[src/hw/rtl/fdep_pkg.sv]
// Package for the FAT directory entry parser.
// Holds the action, status and state codes, the control word of the name store and the byte
// constants. No dependencies.
`default_nettype none

package fdep_pkg;

    // Input actions
    typedef enum logic [1:0] {
        ACT_START = 2'd0,
        ACT_BYTE  = 2'd1,
        ACT_READ  = 2'd2,
        ACT_NONE  = 2'd3
    } t_action;

    // Result status codes
    typedef enum logic [2:0] {
        ST_END     = 3'd0,
        ST_DELETED = 3'd1,
        ST_LFN     = 3'd2,
        ST_SKIP    = 3'd3,
        ST_FILE    = 3'd4,
        ST_CHAR    = 3'd5
    } t_status;

    // Sequencer states
    typedef enum logic [3:0] {
        S_IDLE,
        S_READ,
        S_CLASSIFY,
        S_LFN,
        S_FCHK,
        S_SHORT,
        S_DOT,
        S_TERM,
        S_EMIT
    } t_state;

    // Name store control word
    typedef struct packed {
        logic wr_en;
        logic rd_en;
        logic clear;
    } t_store_ctl;

    // Widths and limits fixed by the entry format
    localparam int unsigned LFN_AW = 10;           // (63 - 1) * 13 + 12 fits in 10 bits
    localparam logic [4:0] ENTRY_LAST = 5'd31;
    localparam logic [3:0] LFN_LAST   = 4'd12;
    localparam logic [3:0] NAME_LAST  = 4'd7;
    localparam logic [3:0] EXT_LAST   = 4'd10;
    localparam logic [4:0] ATTR_BYTE  = 5'd11;

    // Byte values
    localparam logic [7:0] MARK_FREE    = 8'h00;
    localparam logic [7:0] MARK_DELETED = 8'hE5;
    localparam logic [7:0] ATTR_LFN     = 8'h0F;
    localparam logic [7:0] ATTR_SKIP    = 8'h0E;
    localparam logic [7:0] CHAR_DOT     = 8'h2E;
    localparam logic [7:0] CHAR_SPACE   = 8'h20;
    localparam logic [5:0] SEQ_MASK     = 6'h3F;

    // Entry byte offsets of the 13 long-name characters (low byte of each UTF-16 unit)
    localparam logic [4:0] LFN_OFFSETS [0:12] = '{
        5'd1, 5'd3, 5'd5, 5'd7, 5'd9, 5'd14, 5'd16, 5'd18, 5'd20, 5'd22, 5'd24, 5'd28, 5'd30
    };

endpackage

`default_nettype wire

[src/hw/rtl/fdep_ram.sv]
// Generic single-write, single-read RAM with registered read data.
// No dependencies.
`default_nettype none

module fdep_ram #(
    parameter int unsigned WIDTH = 8,
    parameter int unsigned DEPTH = 64
) (
    input  wire logic                     i_clk,
    input  wire logic                     i_wr_en,
    input  wire logic [$clog2(DEPTH)-1:0] i_wr_addr,
    input  wire logic [WIDTH-1:0]         i_wr_data,
    input  wire logic                     i_rd_en,
    input  wire logic [$clog2(DEPTH)-1:0] i_rd_addr,
    output logic      [WIDTH-1:0]         o_rd_data
);

    logic [WIDTH-1:0] r_mem [0:DEPTH-1];
    logic [WIDTH-1:0] r_rd_data;

    // Write port
    always_ff @(posedge i_clk) begin
        if (i_wr_en) begin
            r_mem[i_wr_addr] <= i_wr_data;
        end
    end

    // Registered read port, holds when not enabled
    always_ff @(posedge i_clk) begin
        if (i_rd_en) begin
            r_rd_data <= r_mem[i_rd_addr];
        end
    end

    assign o_rd_data = r_rd_data;

endmodule

`default_nettype wire

[src/hw/rtl/fdep_name_store.sv]
// Long-name store: RAM plus one valid bit per cell; a cell never written since the last clear
// reads as zero. Depends on fdep_pkg and fdep_ram.
`default_nettype none

module fdep_name_store #(
    parameter int unsigned SIZE = 64
) (
    input  wire logic                    i_clk,
    input  wire logic                    i_rst_n,
    input  wire fdep_pkg::t_store_ctl    i_ctl,
    input  wire logic [$clog2(SIZE)-1:0] i_wr_addr,
    input  wire logic [7:0]              i_wr_data,
    input  wire logic [$clog2(SIZE)-1:0] i_rd_addr,
    output logic      [7:0]              o_rd_data
);

    logic [SIZE-1:0] r_valid;
    logic            r_rd_valid;
    logic [7:0]      ram_q;

    // Valid bits: clear all at once, set on write
    always_ff @(posedge i_clk) begin
        if (!i_rst_n) begin
            r_valid <= '0;
        end else if (i_ctl.clear) begin
            r_valid <= '0;
        end else if (i_ctl.wr_en) begin
            r_valid[i_wr_addr] <= 1'b1;
        end
    end

    // Valid bit of the cell being read, aligned with the RAM output
    always_ff @(posedge i_clk) begin
        if (!i_rst_n) begin
            r_rd_valid <= 1'b0;
        end else if (i_ctl.rd_en) begin
            r_rd_valid <= r_valid[i_rd_addr];
        end
    end

    fdep_ram #(
        .WIDTH (8),
        .DEPTH (SIZE)
    ) u_ram (
        .i_clk     (i_clk),
        .i_wr_en   (i_ctl.wr_en),
        .i_wr_addr (i_wr_addr),
        .i_wr_data (i_wr_data),
        .i_rd_en   (i_ctl.rd_en),
        .i_rd_addr (i_rd_addr),
        .o_rd_data (ram_q)
    );

    assign o_rd_data = r_rd_valid ? ram_q : 8'h00;

endmodule

`default_nettype wire

[src/hw/rtl/fat_directory_entry_parser.sv]
// FAT directory entry parser: top level with the entry buffer, the sequencer and output word.
// An entry byte that does not complete an entry is taken in S_IDLE. A read goes through S_READ.
// Entry end: S_CLASSIFY, then S_EMIT for end, deleted, skipped, long-name part with sequence 0;
// S_LFN first for a long-name part (up to 13 store writes), S_FCHK for a file, S_SHORT/S_DOT/S_TERM for NAME.EXT.
// Busy while the sequencer runs; the store write port is the shared resource.
// Synchronous reset clears control state; the store reads as zero through its valid bits.
// Depends on fdep_pkg and fdep_name_store.
`default_nettype none

module fat_directory_entry_parser #(
    parameter int unsigned LONG_NAME_SIZE = 64
) (
    input  wire logic        i_clk,
    input  wire logic        i_rst_n,
    // input channel
    input  wire logic        i_in_valid,
    output logic             o_in_stall,
    input  wire logic [1:0]  i_action,
    input  wire logic [7:0]  i_entry_byte,
    input  wire logic [5:0]  i_char_index,
    // output channel
    output logic             o_out_valid,
    input  wire logic        i_out_stall,
    output logic [2:0]       o_status,
    output logic [15:0]      o_entry_index,
    output logic [63:0]      o_short_name,
    output logic [23:0]      o_short_ext,
    output logic [7:0]       o_attributes,
    output logic [31:0]      o_file_length,
    output logic [31:0]      o_first_cluster,
    output logic [7:0]       o_name_char
);

    localparam int unsigned AW = $clog2(LONG_NAME_SIZE);
    localparam logic [fdep_pkg::LFN_AW-1:0] WR_LIMIT = fdep_pkg::LFN_AW'(LONG_NAME_SIZE - 1);
    localparam logic [fdep_pkg::LFN_AW-1:0] RD_LIMIT = fdep_pkg::LFN_AW'(LONG_NAME_SIZE);

    // Control registers
    fdep_pkg::t_state  r_state, n_state;
    fdep_pkg::t_status r_status, n_status;
    logic [4:0]        r_byte_pos, n_byte_pos;
    logic [15:0]       r_entry_count, n_entry_count;
    logic [15:0]       r_res_index, n_res_index;
    logic              r_ended, n_ended;
    logic              r_clr_pend, n_clr_pend;
    logic              r_rd_ok, n_rd_ok;
    logic [3:0]        r_idx, n_idx;
    logic [3:0]        r_pos, n_pos;
    logic [7:0]        r_last, n_last;
    logic [fdep_pkg::LFN_AW-1:0] r_base, n_base;
    logic              r_out_valid, n_out_valid;

    // Output payload registers
    logic [2:0]  r_out_status, n_out_status;
    logic [15:0] r_out_index, n_out_index;
    logic [63:0] r_out_name, n_out_name;
    logic [23:0] r_out_ext, n_out_ext;
    logic [7:0]  r_out_attr, n_out_attr;
    logic [31:0] r_out_length, n_out_length;
    logic [31:0] r_out_cluster, n_out_cluster;
    logic [7:0]  r_out_char, n_out_char;

    // Entry buffer
    logic [7:0] r_entry_bytes [0:31];
    logic       byte_we;

    // Name store interface
    fdep_pkg::t_store_ctl store_ctl;
    logic [AW-1:0]        wr_addr;
    logic [7:0]           wr_data;
    logic [AW-1:0]        rd_addr;
    logic [7:0]           store_q;

    logic in_acc;
    logic out_free;

    assign o_in_stall = (r_state != fdep_pkg::S_IDLE);
    assign in_acc     = i_in_valid && !o_in_stall;
    assign out_free   = !r_out_valid || !i_out_stall;

    fdep_name_store #(
        .SIZE (LONG_NAME_SIZE)
    ) u_store (
        .i_clk     (i_clk),
        .i_rst_n   (i_rst_n),
        .i_ctl     (store_ctl),
        .i_wr_addr (wr_addr),
        .i_wr_data (wr_data),
        .i_rd_addr (rd_addr),
        .o_rd_data (store_q)
    );

    // Entry buffer write
    always_ff @(posedge i_clk) begin
        if (byte_we) begin
            r_entry_bytes[r_byte_pos] <= i_entry_byte;
        end
    end

    // Sequencer: next state, store control, result word
    always_comb begin
        logic [7:0]                  first;
        logic [7:0]                  attr;
        logic [7:0]                  sel_byte;
        logic [5:0]                  seq_m1;
        logic [fdep_pkg::LFN_AW-1:0] lfn_addr;
        logic [fdep_pkg::LFN_AW-1:0] idx_ext;
        logic                        is_file;

        first    = r_entry_bytes[0];
        attr     = r_entry_bytes[fdep_pkg::ATTR_BYTE];
        sel_byte = 8'h00;
        seq_m1   = (first[5:0] & fdep_pkg::SEQ_MASK) - 6'd1;
        lfn_addr = r_base + fdep_pkg::LFN_AW'(r_idx);
        idx_ext  = fdep_pkg::LFN_AW'(i_char_index);
        is_file  = (r_status == fdep_pkg::ST_FILE);

        n_state       = r_state;
        n_status      = r_status;
        n_byte_pos    = r_byte_pos;
        n_entry_count = r_entry_count;
        n_res_index   = r_res_index;
        n_ended       = r_ended;
        n_clr_pend    = r_clr_pend;
        n_rd_ok       = r_rd_ok;
        n_idx         = r_idx;
        n_pos         = r_pos;
        n_last        = r_last;
        n_base        = r_base;
        n_out_valid   = r_out_valid && i_out_stall;

        n_out_status  = r_out_status;
        n_out_index   = r_out_index;
        n_out_name    = r_out_name;
        n_out_ext     = r_out_ext;
        n_out_attr    = r_out_attr;
        n_out_length  = r_out_length;
        n_out_cluster = r_out_cluster;
        n_out_char    = r_out_char;

        byte_we   = 1'b0;
        store_ctl = '0;
        wr_addr   = '0;
        wr_data   = 8'h00;
        rd_addr   = '0;

        unique case (r_state)
            fdep_pkg::S_IDLE: begin
                if (in_acc) begin
                    case (fdep_pkg::t_action'(i_action))
                        fdep_pkg::ACT_START: begin
                            store_ctl.clear = 1'b1;
                            n_byte_pos      = 5'd0;
                            n_entry_count   = 16'd0;
                            n_ended         = 1'b0;
                            n_clr_pend      = 1'b0;
                        end
                        fdep_pkg::ACT_BYTE: begin
                            if (!r_ended) begin
                                if (r_clr_pend) begin
                                    store_ctl.clear = 1'b1;
                                    n_clr_pend      = 1'b0;
                                end
                                byte_we = 1'b1;
                                if (r_byte_pos == fdep_pkg::ENTRY_LAST) begin
                                    n_byte_pos    = 5'd0;
                                    n_res_index   = r_entry_count;
                                    n_entry_count = r_entry_count + 16'd1;
                                    n_state       = fdep_pkg::S_CLASSIFY;
                                end else begin
                                    n_byte_pos = r_byte_pos + 5'd1;
                                end
                            end
                        end
                        fdep_pkg::ACT_READ: begin
                            store_ctl.rd_en = 1'b1;
                            rd_addr         = idx_ext[AW-1:0];
                            n_rd_ok         = (idx_ext < RD_LIMIT);
                            n_state         = fdep_pkg::S_READ;
                        end
                        default: ;
                    endcase
                end
            end

            fdep_pkg::S_READ: begin
                if (out_free) begin
                    n_out_valid   = 1'b1;
                    n_out_status  = fdep_pkg::ST_CHAR;
                    n_out_index   = 16'd0;
                    n_out_name    = 64'd0;
                    n_out_ext     = 24'd0;
                    n_out_attr    = 8'h00;
                    n_out_length  = 32'd0;
                    n_out_cluster = 32'd0;
                    n_out_char    = r_rd_ok ? store_q : 8'h00;
                    n_state       = fdep_pkg::S_IDLE;
                end
            end

            // Classify the complete entry
            fdep_pkg::S_CLASSIFY: begin
                if (first == fdep_pkg::MARK_FREE) begin
                    n_ended  = 1'b1;
                    n_status = fdep_pkg::ST_END;
                    n_state  = fdep_pkg::S_EMIT;
                end else if (first == fdep_pkg::MARK_DELETED) begin
                    n_status = fdep_pkg::ST_DELETED;
                    n_state  = fdep_pkg::S_EMIT;
                end else if (attr == fdep_pkg::ATTR_LFN) begin
                    n_status = fdep_pkg::ST_LFN;
                    n_idx    = 4'd0;
                    // base = (seq - 1) * 13
                    n_base   = (fdep_pkg::LFN_AW'(seq_m1) << 3)
                             + (fdep_pkg::LFN_AW'(seq_m1) << 2)
                             + fdep_pkg::LFN_AW'(seq_m1);
                    if ((first[5:0] & fdep_pkg::SEQ_MASK) == 6'd0) begin
                        n_state = fdep_pkg::S_EMIT;
                    end else begin
                        n_state = fdep_pkg::S_LFN;
                    end
                end else if ((attr & fdep_pkg::ATTR_SKIP) != 8'h00) begin
                    store_ctl.clear = 1'b1;
                    n_status        = fdep_pkg::ST_SKIP;
                    n_state         = fdep_pkg::S_EMIT;
                end else begin
                    // file: look at store cell 0 to see if a long name is present
                    n_status        = fdep_pkg::ST_FILE;
                    n_clr_pend      = 1'b1;
                    store_ctl.rd_en = 1'b1;
                    rd_addr         = '0;
                    n_state         = fdep_pkg::S_FCHK;
                end
            end

            // One long-name character per cycle; cells at or past the last are dropped
            fdep_pkg::S_LFN: begin
                sel_byte = r_entry_bytes[fdep_pkg::LFN_OFFSETS[r_idx]];
                if (lfn_addr < WR_LIMIT) begin
                    store_ctl.wr_en = 1'b1;
                    wr_addr         = lfn_addr[AW-1:0];
                    wr_data         = sel_byte;
                end
                if (r_idx == fdep_pkg::LFN_LAST) begin
                    n_state = fdep_pkg::S_EMIT;
                end else begin
                    n_idx = r_idx + 4'd1;
                end
            end

            fdep_pkg::S_FCHK: begin
                if (store_q == 8'h00 && first != fdep_pkg::CHAR_DOT) begin
                    n_idx   = 4'd0;
                    n_pos   = 4'd0;
                    n_state = fdep_pkg::S_SHORT;
                end else begin
                    n_state = fdep_pkg::S_EMIT;
                end
            end

            // Copy short-name bytes, skipping spaces
            fdep_pkg::S_SHORT: begin
                sel_byte = r_entry_bytes[5'(r_idx)];
                if (sel_byte != fdep_pkg::CHAR_SPACE) begin
                    store_ctl.wr_en = 1'b1;
                    wr_addr         = AW'(r_pos);
                    wr_data         = sel_byte;
                    n_pos           = r_pos + 4'd1;
                    n_last          = sel_byte;
                end
                if (r_idx == fdep_pkg::NAME_LAST) begin
                    n_state = fdep_pkg::S_DOT;
                end else if (r_idx == fdep_pkg::EXT_LAST) begin
                    n_state = fdep_pkg::S_TERM;
                end else begin
                    n_idx = r_idx + 4'd1;
                end
            end

            fdep_pkg::S_DOT: begin
                store_ctl.wr_en = 1'b1;
                wr_addr         = AW'(r_pos);
                wr_data         = fdep_pkg::CHAR_DOT;
                n_pos           = r_pos + 4'd1;
                n_last          = fdep_pkg::CHAR_DOT;
                n_idx           = r_idx + 4'd1;
                n_state         = fdep_pkg::S_SHORT;
            end

            // Terminator; overwrites a trailing dot
            fdep_pkg::S_TERM: begin
                store_ctl.wr_en = 1'b1;
                wr_addr         = (r_last == fdep_pkg::CHAR_DOT) ? AW'(r_pos - 4'd1) : AW'(r_pos);
                wr_data         = 8'h00;
                n_state         = fdep_pkg::S_EMIT;
            end

            fdep_pkg::S_EMIT: begin
                if (out_free) begin
                    n_out_valid   = 1'b1;
                    n_out_status  = r_status;
                    n_out_index   = r_res_index;
                    n_out_name    = is_file ? {r_entry_bytes[0], r_entry_bytes[1],
                                               r_entry_bytes[2], r_entry_bytes[3],
                                               r_entry_bytes[4], r_entry_bytes[5],
                                               r_entry_bytes[6], r_entry_bytes[7]} : 64'd0;
                    n_out_ext     = is_file ? {r_entry_bytes[8], r_entry_bytes[9],
                                               r_entry_bytes[10]} : 24'd0;
                    n_out_attr    = is_file ? attr : 8'h00;
                    n_out_length  = is_file ? {r_entry_bytes[31], r_entry_bytes[30],
                                               r_entry_bytes[29], r_entry_bytes[28]} : 32'd0;
                    n_out_cluster = is_file ? {r_entry_bytes[21], r_entry_bytes[20],
                                               r_entry_bytes[27], r_entry_bytes[26]} : 32'd0;
                    n_out_char    = 8'h00;
                    n_state       = fdep_pkg::S_IDLE;
                end
            end

            default: begin
                n_state = fdep_pkg::S_IDLE;
            end
        endcase
    end

    // State and control registers
    always_ff @(posedge i_clk) begin
        if (!i_rst_n) begin
            r_state       <= fdep_pkg::S_IDLE;
            r_status      <= fdep_pkg::ST_END;
            r_byte_pos    <= 5'd0;
            r_entry_count <= 16'd0;
            r_res_index   <= 16'd0;
            r_ended       <= 1'b0;
            r_clr_pend    <= 1'b0;
            r_rd_ok       <= 1'b0;
            r_idx         <= 4'd0;
            r_pos         <= 4'd0;
            r_last        <= 8'h00;
            r_base        <= '0;
            r_out_valid   <= 1'b0;
        end else begin
            r_state       <= n_state;
            r_status      <= n_status;
            r_byte_pos    <= n_byte_pos;
            r_entry_count <= n_entry_count;
            r_res_index   <= n_res_index;
            r_ended       <= n_ended;
            r_clr_pend    <= n_clr_pend;
            r_rd_ok       <= n_rd_ok;
            r_idx         <= n_idx;
            r_pos         <= n_pos;
            r_last        <= n_last;
            r_base        <= n_base;
            r_out_valid   <= n_out_valid;
        end
    end

    // Output payload
    always_ff @(posedge i_clk) begin
        r_out_status  <= n_out_status;
        r_out_index   <= n_out_index;
        r_out_name    <= n_out_name;
        r_out_ext     <= n_out_ext;
        r_out_attr    <= n_out_attr;
        r_out_length  <= n_out_length;
        r_out_cluster <= n_out_cluster;
        r_out_char    <= n_out_char;
    end

    assign o_out_valid     = r_out_valid;
    assign o_status        = r_out_status;
    assign o_entry_index   = r_out_index;
    assign o_short_name    = r_out_name;
    assign o_short_ext     = r_out_ext;
    assign o_attributes    = r_out_attr;
    assign o_file_length   = r_out_length;
    assign o_first_cluster = r_out_cluster;
    assign o_name_char     = r_out_char;

endmodule

`default_nettype wire

[config.mk]
export PLATFORM = sky130hd
export DESIGN_NAME = fat_directory_entry_parser
export DESIGN_NICKNAME = d
export VERILOG_FILES = /design/src/hw/rtl/fdep_pkg.sv /design/src/hw/rtl/fdep_ram.sv /design/src/hw/rtl/fdep_name_store.sv /design/src/hw/rtl/fat_directory_entry_parser.sv
export SDC_FILE = /design/constraint.sdc
export NUM_CORES = 1
export LEC_CHECK = 0
export BUFFER_PORTS_ARGS = -buffer_cell sky130_fd_sc_hd__clkbuf_2
export CAP_MARGIN = 30
export CELL_PAD_IN_SITES_DETAIL_PLACEMENT = 1
export CELL_PAD_IN_SITES_GLOBAL_PLACEMENT = 2
export CORE_MARGIN = 1
export CORE_UTILIZATION = 46
export CTS_CLUSTER_DIAMETER = 120
export DETAILED_ROUTE_END_ITERATION = 8
export GPL_TIMING_DRIVEN = 0
export PLACE_DENSITY = 0.81
export SYNTH_ARGS = -nofsm -noshare
export SYNTH_HDL_FRONTEND = slang
export SYNTH_HIERARCHICAL = 1
export SYNTH_SLANG_ARGS = --single-unit
[constraint.sdc]
create_clock -name i_clk -period 13.1 [get_ports i_clk]
set_clock_uncertainty 0.2 [all_clocks]
set_input_delay 1.965 -clock i_clk [delete_from_list [all_inputs] [get_ports i_clk]]
set_output_delay 1.965 -clock i_clk [all_outputs]
set_load 0.01 [all_outputs]
==> impl_metrics.yaml, run 1 <==
power_and_ir_drop:
  seq_power_share_pct: 49.4
  clkPwrFrac_pct: 37.6
  leakagePower_nw: 17.82
  p_int_mw: 6.562
  switching_share_pct: 25.62
  switching_power_mw: 2.260
  comb_power_share_pct: 13.0
  ir_drop_mv: 0.1192
  p_per_area_nw_per_um2: 166.2
  power.total_mw: 8.822
synthesis:
  synth.most_common_cell: "edfxtp_1"
  synth_top_area_cell: "edfxtp_1"
  synth_top_cell_area_share_pct: 62.98
  synth.area.top_cells: "edfxtp_1 (63%), mux4_2 (7.9%), dfxtp_1 (6.2%)"
  synth_common_cells: "edfxtp_1 (963), nor2_1 (276), and2_1 (197)"
  async_reset_ff_share_pct: 0
  synthCells: 2897
  ys.flop_type: "edfxtp_1"
  ys_ff_latch: 1106
  ys_seq_area_share_pct: 69.22
  synth_cell_types: 78
  avgSynthCellArea_um2: 15.85
  syn_area_um2: 45910
  yosysWarningCount: 6
  synth_edf_count: 963
  syn-num-nets: 2950
sta:
  period_minus_slack_ns: 6.572
  worstMarginPinSlew_ns: 1.068
  rsz0062_at_grt: "no"
  whs_ns: 0.2496
  fmax_mhz: 152.2
  report.final.slew_viol_count: 0
  setup_viol: 0
  finalCritPeriodShare_pct: 50.17
  relSlewSlack_pct: 28.03
  finalHoldViolCount: 0
routing:
  drc_errors: 0
  viasPerCell: 5.946
  antenna_left: 0
  num_vias: 27720
  wl_per_cell_um: 28.27
  drt_first_pass_iters: 5
  first_iter_violations: 2833
  wl_um: 131800
floorplan:
  die_w_um: 317.9
  design.die.area_um2: 101100
  std_cell_rows: 115
  start_util_pct: 46.58
  die_y_um: 317.9
  design.core.area_um2: 98560
  io_pins: 209
worst_setup_path:
  worstPathArrival_ns: 6.71
  r2r_start: "r_idx[1]"
  crit_type: "flip-flop to flip-flop"
  startpoint: "r_idx[1]"
  worstSetupEndpointType: "flip-flop"
  worstReg2RegEnd: "u_store/u_ram/r_mem[21][0]"
  worstRegToRegCells: 13
  cp.required_ns: 13.24
  rrSetupSlack_ns: 6.53
  start_kind: "flip-flop"
  crit_fanout: 10
finish:
  nFillCells: 9245
  area_growth_pct: 15.64
  drive_gt1_share_pct: 21.82
  multiInputGateArea_um2: 13340
  layout.cells.non_filler: 4662
  fin_util_pct: 53.87
  nets: 3327
  regArea_um2: 31780
  final_area_um2: 53090
global_route:
  grt_pass1_vias: 29350
  grt_pass1_wl_um: 194000
  grt_start_max_net_pins: 34
  overflow: 0
  grtUsageTotal_pct: 26.00
  antenna_found_initial: 3
worst_hold_path:
  hold_depth: 2
  hold_class: "flip-flop to flip-flop"
  whs_endpoint: "r_res_index[12]"
  hp-start: "r_res_index[12]"
cts:
  htree_levels: 3
  cts_num_sinks: 1106
  cts_resized: 0
  postCtsSetupRepairBufs: 0
  ctsRootBufferMaster: "clkbuf_16"
  cts-buffers-inserted: 113
  path_clk_slew_ns: 0.06
  ctsHoldBuffers: 0
  cts_tree: "done"
  clk_latency_ns: 0.72
  cts_buffer_depth: 3
placed_design:
  placedCellCount: 4444
  dp.final_hpwl_um: 93070
  gp_congestion: 0.9070
  placed_area_um2: 49250
  port_buffers: 207
run:
  maxCapViolations: 0
outcome:
  status: "completed"
state kept, by name, summed over array words and instances, names as in the netlist, 24 cells and up, named ones only:
name	count
o_file_length	32
o_first_cluster	32
o_short_ext	24
o_short_name	64
r_entry_bytes	256
u_store/r_valid	64
u_store/u_ram/r_mem	512
worst max-delay path, stage by stage, from the launching register on:
cell	delay [ns]
dfxtp_1	0.51
ha_1	0.32
a211oi_1	0.23
nor2_1	0.12
o2111a_1	0.27
mux2_2	0.27
o21ai_0	0.38
nand2_1	0.38
clkbuf_1	0.49
o21ai_0	0.98
clkbuf_1	0.56
or3b_2	0.50
clkbuf_1	0.22
nor2_1	0.75
kinds of logic after synthesis:
family / after synthesis / share of synthesized area, %
XOR/XNOR: 29 / 0.5532
flip-flops: 1106 / 69.22
buffers and inverters: 192 / 1.943
AND/OR/NAND/NOR: 791 / 8.819
adder cells (fa/ha/maj): 33 / 0.9647
multiplexers: 397 / 13.53
AO/OA/AOI/OAI: 349 / 4.971
power groups by stage:
stage | combinational (mW) | sequential (mW) | clock [mW]
3_5_place_dp | 1.16 | 4.44 | 0
4_1_cts | 1.16 | 4.37 | 3.36
3_3_place_gp | 0.933 | 4.49 | 0
2_1_floorplan | 0.394 | 4.68 | 0
6_report | 1.15 | 4.36 | 3.32
5_1_grt | 1.22 | 4.38 | 3.49
area by class of cell:
class	count	area share, %
timing repair buffer	262	3.106
clock buffer	138	5.578
multi-input combinational	1599	25.12
inverter	31	0.2192
clock inverter	76	1.614
antenna	2	0.009427
buffer	161	1.461
sequential	1106	59.86
tap	1287	3.033
cell usage in the layout, fill, tap and decap left out, drive strengths merged, types with 10 or more instances in the layout:
master | synthesis | final
a22oi | 20 | 20
nand2 | 103 | 103
o22ai | 18 | 18
inv | 31 | 34
mux2 | 65 | 65
edfxtp | 963 | 963
mux4 | 170 | 170
o32ai | 13 | 13
a211oi | 37 | 37
nor3 | 23 | 23
clkbuf | 93 | 438
nand4 | 13 | 13
nand3 | 54 | 54
clkinv | 0 | 54
mux2i | 162 | 162
o21ai | 38 | 38
nor2b | 24 | 24
xnor2 | 12 | 12
nand3b | 15 | 15
and2 | 197 | 197
ha | 29 | 29
nor2 | 276 | 276
dfxtp | 143 | 143
nor4 | 13 | 13
bufinv | 0 | 16
xor2 | 17 | 17
and3 | 16 | 16
buf | 68 | 123
a21oi | 131 | 131
a31oi | 10 | 10
nand2b | 24 | 24
how the worst max path moves through the flow:
stage,cells after the start,slack [ns],endpoint
2_1_floorplan,1,1.36,o_attributes[0]
3_3_place_gp,2,-2.20,o_first_cluster[1]
3_5_place_dp,12,6.27,u_store/u_ram/o_rd_data[6]
4_1_cts,13,6.60,u_store/u_ram/r_mem[21][6]
5_1_grt,13,6.29,u_store/u_ram/r_mem[21][6]
6_report,13,6.53,u_store/u_ram/r_mem[21][0]
stage by stage:
step / worst slack [ns] / TNS, ns
final: 6.528 / 0
after global routing: 6.290 / 0
after detailed placement: 6.269 / 0
after floorplan: 1.364 / 0
after CTS: 6.603 / 0
after global placement: -2.198 / -398.40
routing by layer:
metal,vias to the layer above,wire [µm],global-route usage [%]
li1,11960,-,-
met1,14500,52930,34.28
met2,1041,66460,44.53
met3,215,9043,3.987
met4,0,3374,7.702
met5,-,0,0
No activity file was read; power rests on OpenSTA's default activity.
==> run 2, diff against run 1 <==
- clock period: 13.1 -> 6.8 ns (I/O delays scaled with it)
==> run 2 against run 1 <==
  * Critical path depth did not move
  * Via count rose by 0.52%
  * Count of clock-buffer cells in the layout is 2 higher
  * Sequential power rose by 92%
  * Sequential cell count is the same
  * Worst setup slack worse by 6.2 ns
  * Combinational power grew 94%
  * Clock power is 86% higher
  * First-iteration DRC count decreased by 5.1%
  * Cell area shrank 0.24%
  * Final cell count decreased by 0.32%
  * Highest routed layer unchanged
==> impl_metrics.yaml, run 2 (synthesized netlist as in run 1, its figures left out) <==
worst_setup_path:
  crit_path_frequent_cell: "clkbuf_1"
  cp.required_ns: 6.93
  slowest_delay_ns: 0.98
  cp.buffers_inverters: 3
  start_kind: "flip-flop"
  path_delay_family: "compound AO/OA/AOI/OAI gates"
  worstSetupEndpointType: "flip-flop"
  crit_type: "flip-flop to flip-flop"
  crit_fanout: 10
  crit_chain: "ha_1, a211oi_1, nor2_1, o2111a_1, mux2_2, o21ai_0, nand2_1, clkbuf_1, o21ai_0, clkbuf_1, or3b_2, clkbuf_1, nor2_1"
  slowest_stage: "o21ai_0"
  worstPathArrival_ns: 6.61
floorplan:
  io_pins: 209
  std_cell_rows: 115
  start_util_pct: 46.58
  die_y_um: 317.9
  design.core.area_um2: 98560
  die_w_um: 317.9
  design.die.area_um2: 101100
finish:
  nFillCells: 9259
  top_register: "u_store/u_ram/r_mem"
  area_growth_pct: 15.36
  drive_gt1_share_pct: 21.85
  nets: 3322
  final_cell_mix: "edfxtp_1 (963), nor2_1 (276), clkbuf_2 (209)"
  largest_register_ffs: 512
  layout_commonest_cell: "edfxtp_1"
  top_regs: "u_store/u_ram/r_mem x512, r_entry_bytes x256"
routing:
  antenna_left: 0
  drc_errors: 0
  num_vias: 27860
  first_iter_violations: 2688
  viasPerCell: 5.996
  drt_first_pass_iters: 7
  wl_um: 132300
  wl_per_cell_um: 28.47
sta:
  relSlewSlack_pct: 27.53
  whs_ns: 0.2524
  tns_ns: 0
  finalHoldViolCount: 0
  worst_slack_ns: 0.3204
  report.final.slew_viol_count: 0
  finalCritPeriodShare_pct: 95.29
  period_minus_slack_ns: 6.480
  rsz0062_at_grt: "no"
  fmax_mhz: 154.3
  setup_viol: 0
  worstMarginPinSlew_ns: 1.076
global_route:
  grt_start_max_net_pins: 34
  grt_pass1_vias: 29160
  grtUsageTotal_pct: 25.94
  overflow: 0
  grt_pass1_wl_um: 193900
  antenna_found_initial: 2
cts:
  cts_resized: 0
  htree_levels: 3
  path_clk_slew_ns: 0.06
  clk_latency_ns: 0.71
  ctsRootBufferMaster: "clkbuf_16"
  cts_tree: "done"
  ctsHoldBuffers: 0
  cts_buffer_depth: 3
  cts_num_sinks: 1106
  cts-buffers-inserted: 110
  postCtsSetupRepairBufs: 0
placed_design:
  post-place-ws_ns: 0.4655
  gp_congestion: 0.9443
  dp.final_hpwl_um: 94010
  port_buffers: 207
power_and_ir_drop:
  leakagePower_nw: 17.73
  ir_drop_mv: 0.1930
  p_per_area_nw_per_um2: 317.1
outcome:
  status: "completed"
run:
  maxCapViolations: 0
worst_hold_path:
  hold_class: "flip-flop to flip-flop"
==> run 2: path summary, 6_finish.rpt <==
kind | cells after the start | endpoint | slack (ns) | start
hold / removal | 2 | r_res_index[12] | 0.25 | r_res_index[12]
setup / recovery | 13 | u_store/u_ram/r_mem[22][0] | 0.32 | r_idx[1]
hold reg to reg | 2 | r_res_index[12] | 0.25 | r_res_index[12]
setup reg to reg | 13 | u_store/u_ram/r_mem[22][0] | 0.32 | r_idx[1]
==> run 2: worst min-delay path: stages, from the launching register on <==
cell     delay, ns
dfxtp_1       0.31
nand2_1       0.05
a21oi_1       0.05
==> run 2: power by group <==
part / switching (mW) / internal, mW / leakage, nW
Combinational: 1.43 / 0.800 / 6.37
Sequential: 0.236 / 8.15 / 9.59
Clock: 2.60 / 3.58 / 1.77
==> run 2: per-layer routing <==
| metal | track usage, % | routed length, µm | vias up |
|---|---|---|---|
| li1 | - | - | 11970 |
| met2 | 43.86 | 65830 | 1109 |
| met3 | 3.636 | 8444 | 208 |
| met4 | 7.961 | 3615 | 0 |
| met1 | 34.82 | 54430 | 14580 |
| met5 | 0 | 0 | - |
==> run 2: stage by stage <==
stage	instances	utilization [%]	power, mW	cell area (µm²)
floorplan	2897	-	9.623	45930
global placement	4391	49.29	10.63	48580
detailed placement	4439	50.00	10.79	49280
CTS	4641	53.69	16.93	52920
global route	4647	53.74	17.31	52960
finish	4647	53.74	16.80	52960
==> run 2: layout make-up <==
class | count | area, µm² | share of cell area [%]
plain buffers | 161 | 775.7 | 1.465
inverters | 31 | 116.4 | 0.2197
well taps | 1287 | 1610 | 3.040
repair buffers | 260 | 1692 | 3.194
clock inverters | 62 | 663.1 | 1.252
diodes | 1 | 2.502 | 0.004725
clock buffers | 140 | 2977 | 5.620
multi-input cells | 1599 | 13350 | 25.20
flip-flops and latches | 1106 | 31780 | 60.00
==> run 3, diff against run 2 <==
- CORE_UTILIZATION: 46 -> 49
- PLACE_DENSITY: 0.81 -> 0.85
- SLEW_MARGIN: unset -> 20
- clock period: 6.8 -> 7.97 ns (I/O delays scaled with it)
==> run 3 against run 2 <==
  * Sequential cell count is the same
  * Critical path depth rose by 1
  * Sequential share of layout area about the same
  * Hold slack better by 0.0056 ns
  * Critical path type unchanged
==> impl_metrics.yaml, run 3 (synthesized netlist as in run 1, its figures left out) <==
outcome:
  status: "completed"
power_and_ir_drop:
  p_per_area_nw_per_um2: 272.1
  ir_drop_mv: 0.1987
  comb_power_share_pct: 13.6
  p_int_mw: 10.65
  seq_power_share_pct: 49.7
  leakagePower_nw: 17.79
  switching_power_mw: 3.748
  clkPwrFrac_pct: 36.8
  power.total_mw: 14.40
  switching_share_pct: 26.03
worst_setup_path:
  worstPathArrival_ns: 6.51
  slowest_delay_ns: 0.91
  crit_fanout: 10
  cp.required_ns: 8.11
  crit_path_frequent_cell: "clkbuf_1"
  crit_type: "flip-flop to flip-flop"
  start_kind: "flip-flop"
  crit_chain: "ha_1, fa_1, a21o_1, a21oi_1, o21a_1, o21ai_0, a31oi_1, nand2_1, clkbuf_1, o21ai_0, clkbuf_1, or3b_2, clkbuf_1, nor2_1"
  worstSetupEndpointType: "flip-flop"
  slowest_stage: "o21ai_0"
  rrSetupSlack_ns: 1.60
worst_hold_path:
  hold_class: "flip-flop to flip-flop"
cts:
  cts-buffers-inserted: 111
  ctsHoldBuffers: 0
  htree_levels: 3
  ctsRootBufferMaster: "clkbuf_16"
  cts_buffer_depth: 3
  path_clk_slew_ns: 0.06
  cts_tree: "done"
  postCtsSetupRepairBufs: 0
  cts_resized: 0
  clk_latency_ns: 0.73
  cts_num_sinks: 1106
placed_design:
  port_buffers: 207
  gp_congestion: 0.9121
  dp.final_hpwl_um: 94170
floorplan:
  die_y_um: 308.1
  design.core.area_um2: 92220
  io_pins: 209
  start_util_pct: 49.79
  design.die.area_um2: 94930
  die_w_um: 308.1
  std_cell_rows: 111
finish:
  area_growth_pct: 15.27
  layout_commonest_cell: "edfxtp_1"
  multiInputGateArea_um2: 13360
  regArea_um2: 31780
  nFillCells: 8621
  nets: 3325
  final_cell_mix: "edfxtp_1 (963), nor2_1 (276), clkbuf_2 (209)"
  top_regs: "u_store/u_ram/r_mem x512, r_entry_bytes x256"
  drive_gt1_share_pct: 22.17
  largest_register_ffs: 512
  top_register: "u_store/u_ram/r_mem"
global_route:
  grt_start_max_net_pins: 33
  grt_pass1_vias: 29470
  grtUsageTotal_pct: 28.30
  overflow: 0
  antenna_found_initial: 2
  grt_pass1_wl_um: 195700
routing:
  wl_per_cell_um: 28.96
  drc_errors: 0
  first_iter_violations: 3284
  wl_um: 133700
  drt_first_pass_iters: 8
  viasPerCell: 6.113
  antenna_left: 0
  num_vias: 28220
sta:
  finalCritPeriodShare_pct: 79.92
  report.final.slew_viol_count: 0
  relSlewSlack_pct: 30.92
  finalHoldViolCount: 0
  fmax_mhz: 157.0
  whs_ns: 0.2580
  worstMarginPinSlew_ns: 1.032
  period_minus_slack_ns: 6.370
  tns_ns: 0
  setup_viol: 0
  rsz0062_at_grt: "no"
run:
  maxCapViolations: 0
-- run 3: changes by cell type in the layout (fill, tap and decap cells not counted), sizes merged, moves of 2 or more --
cell	change
bufinv	-2
inv	+3
diode	+2
clkinv	+14
clkinvlp	-2
clkbuf	-3
-- run 3: path summary, 6_finish.rpt --
path,start,end,depth (start not counted)
worst max-delay path,r_idx[0],u_store/u_ram/r_mem[23][7],14
worst min-delay path,r_res_index[5],r_res_index[5],2
worst max register to register,r_idx[0],u_store/u_ram/r_mem[23][7],14
worst min register to register,r_res_index[5],r_res_index[5],2
-- run 3: through the flow --
stage	area [µm²]	utilization, %	setup WS, ns	cells
5_1_grt	52920	57.38	1.382	4614
3_5_place_dp	49180	53.33	1.746	4398
3_3_place_gp	48510	52.60	-4.514	4347
4_1_cts	52880	57.34	1.671	4609
2_1_floorplan	45920	-	0.6927	2897
6_report	52920	57.39	1.600	4616
-- run 3: layout make-up --
type,instances,area share [%]
buffer,161,1.468
clock buffer,136,5.504
timing repair buffer,262,3.069
sequential,1106,60.05
inverter,31,0.2199
antenna,3,0.01419
multi-input combinational,1599,25.24
tap,1243,2.939
clock inverter,75,1.497
-- run 3: critical path: cells and delay by family, from the launching register on --
kind,cells,cell delay (ns)
compound gates,6,1.98
fa+ha+maj,2,0.71
buf+inv,3,1.23
flops,1,0.39
simple gates,3,1.46
-- run 3: power by group through the flow --
stage	clock network, mW	logic [mW]	registers (mW)
after floorplan	0	0.649	7.60
after detailed placement	0	1.96	7.29
final	5.30	1.95	7.15
after CTS	5.37	1.97	7.17
after global routing	5.55	2.08	7.21
after global placement	0	1.61	7.33
-- run 3: routing by layer --
| metal | GRT usage [%] | wire [µm] | vias up |
|---|---|---|---|
| met4 | 9.904 | 4331 | 0 |
| met2 | 47.33 | 65950 | 1249 |
| li1 | - | - | 11980 |
| met3 | 4.233 | 9248 | 243 |
| met1 | 37.82 | 54130 | 14740 |
| met5 | 0 | 0 | - |
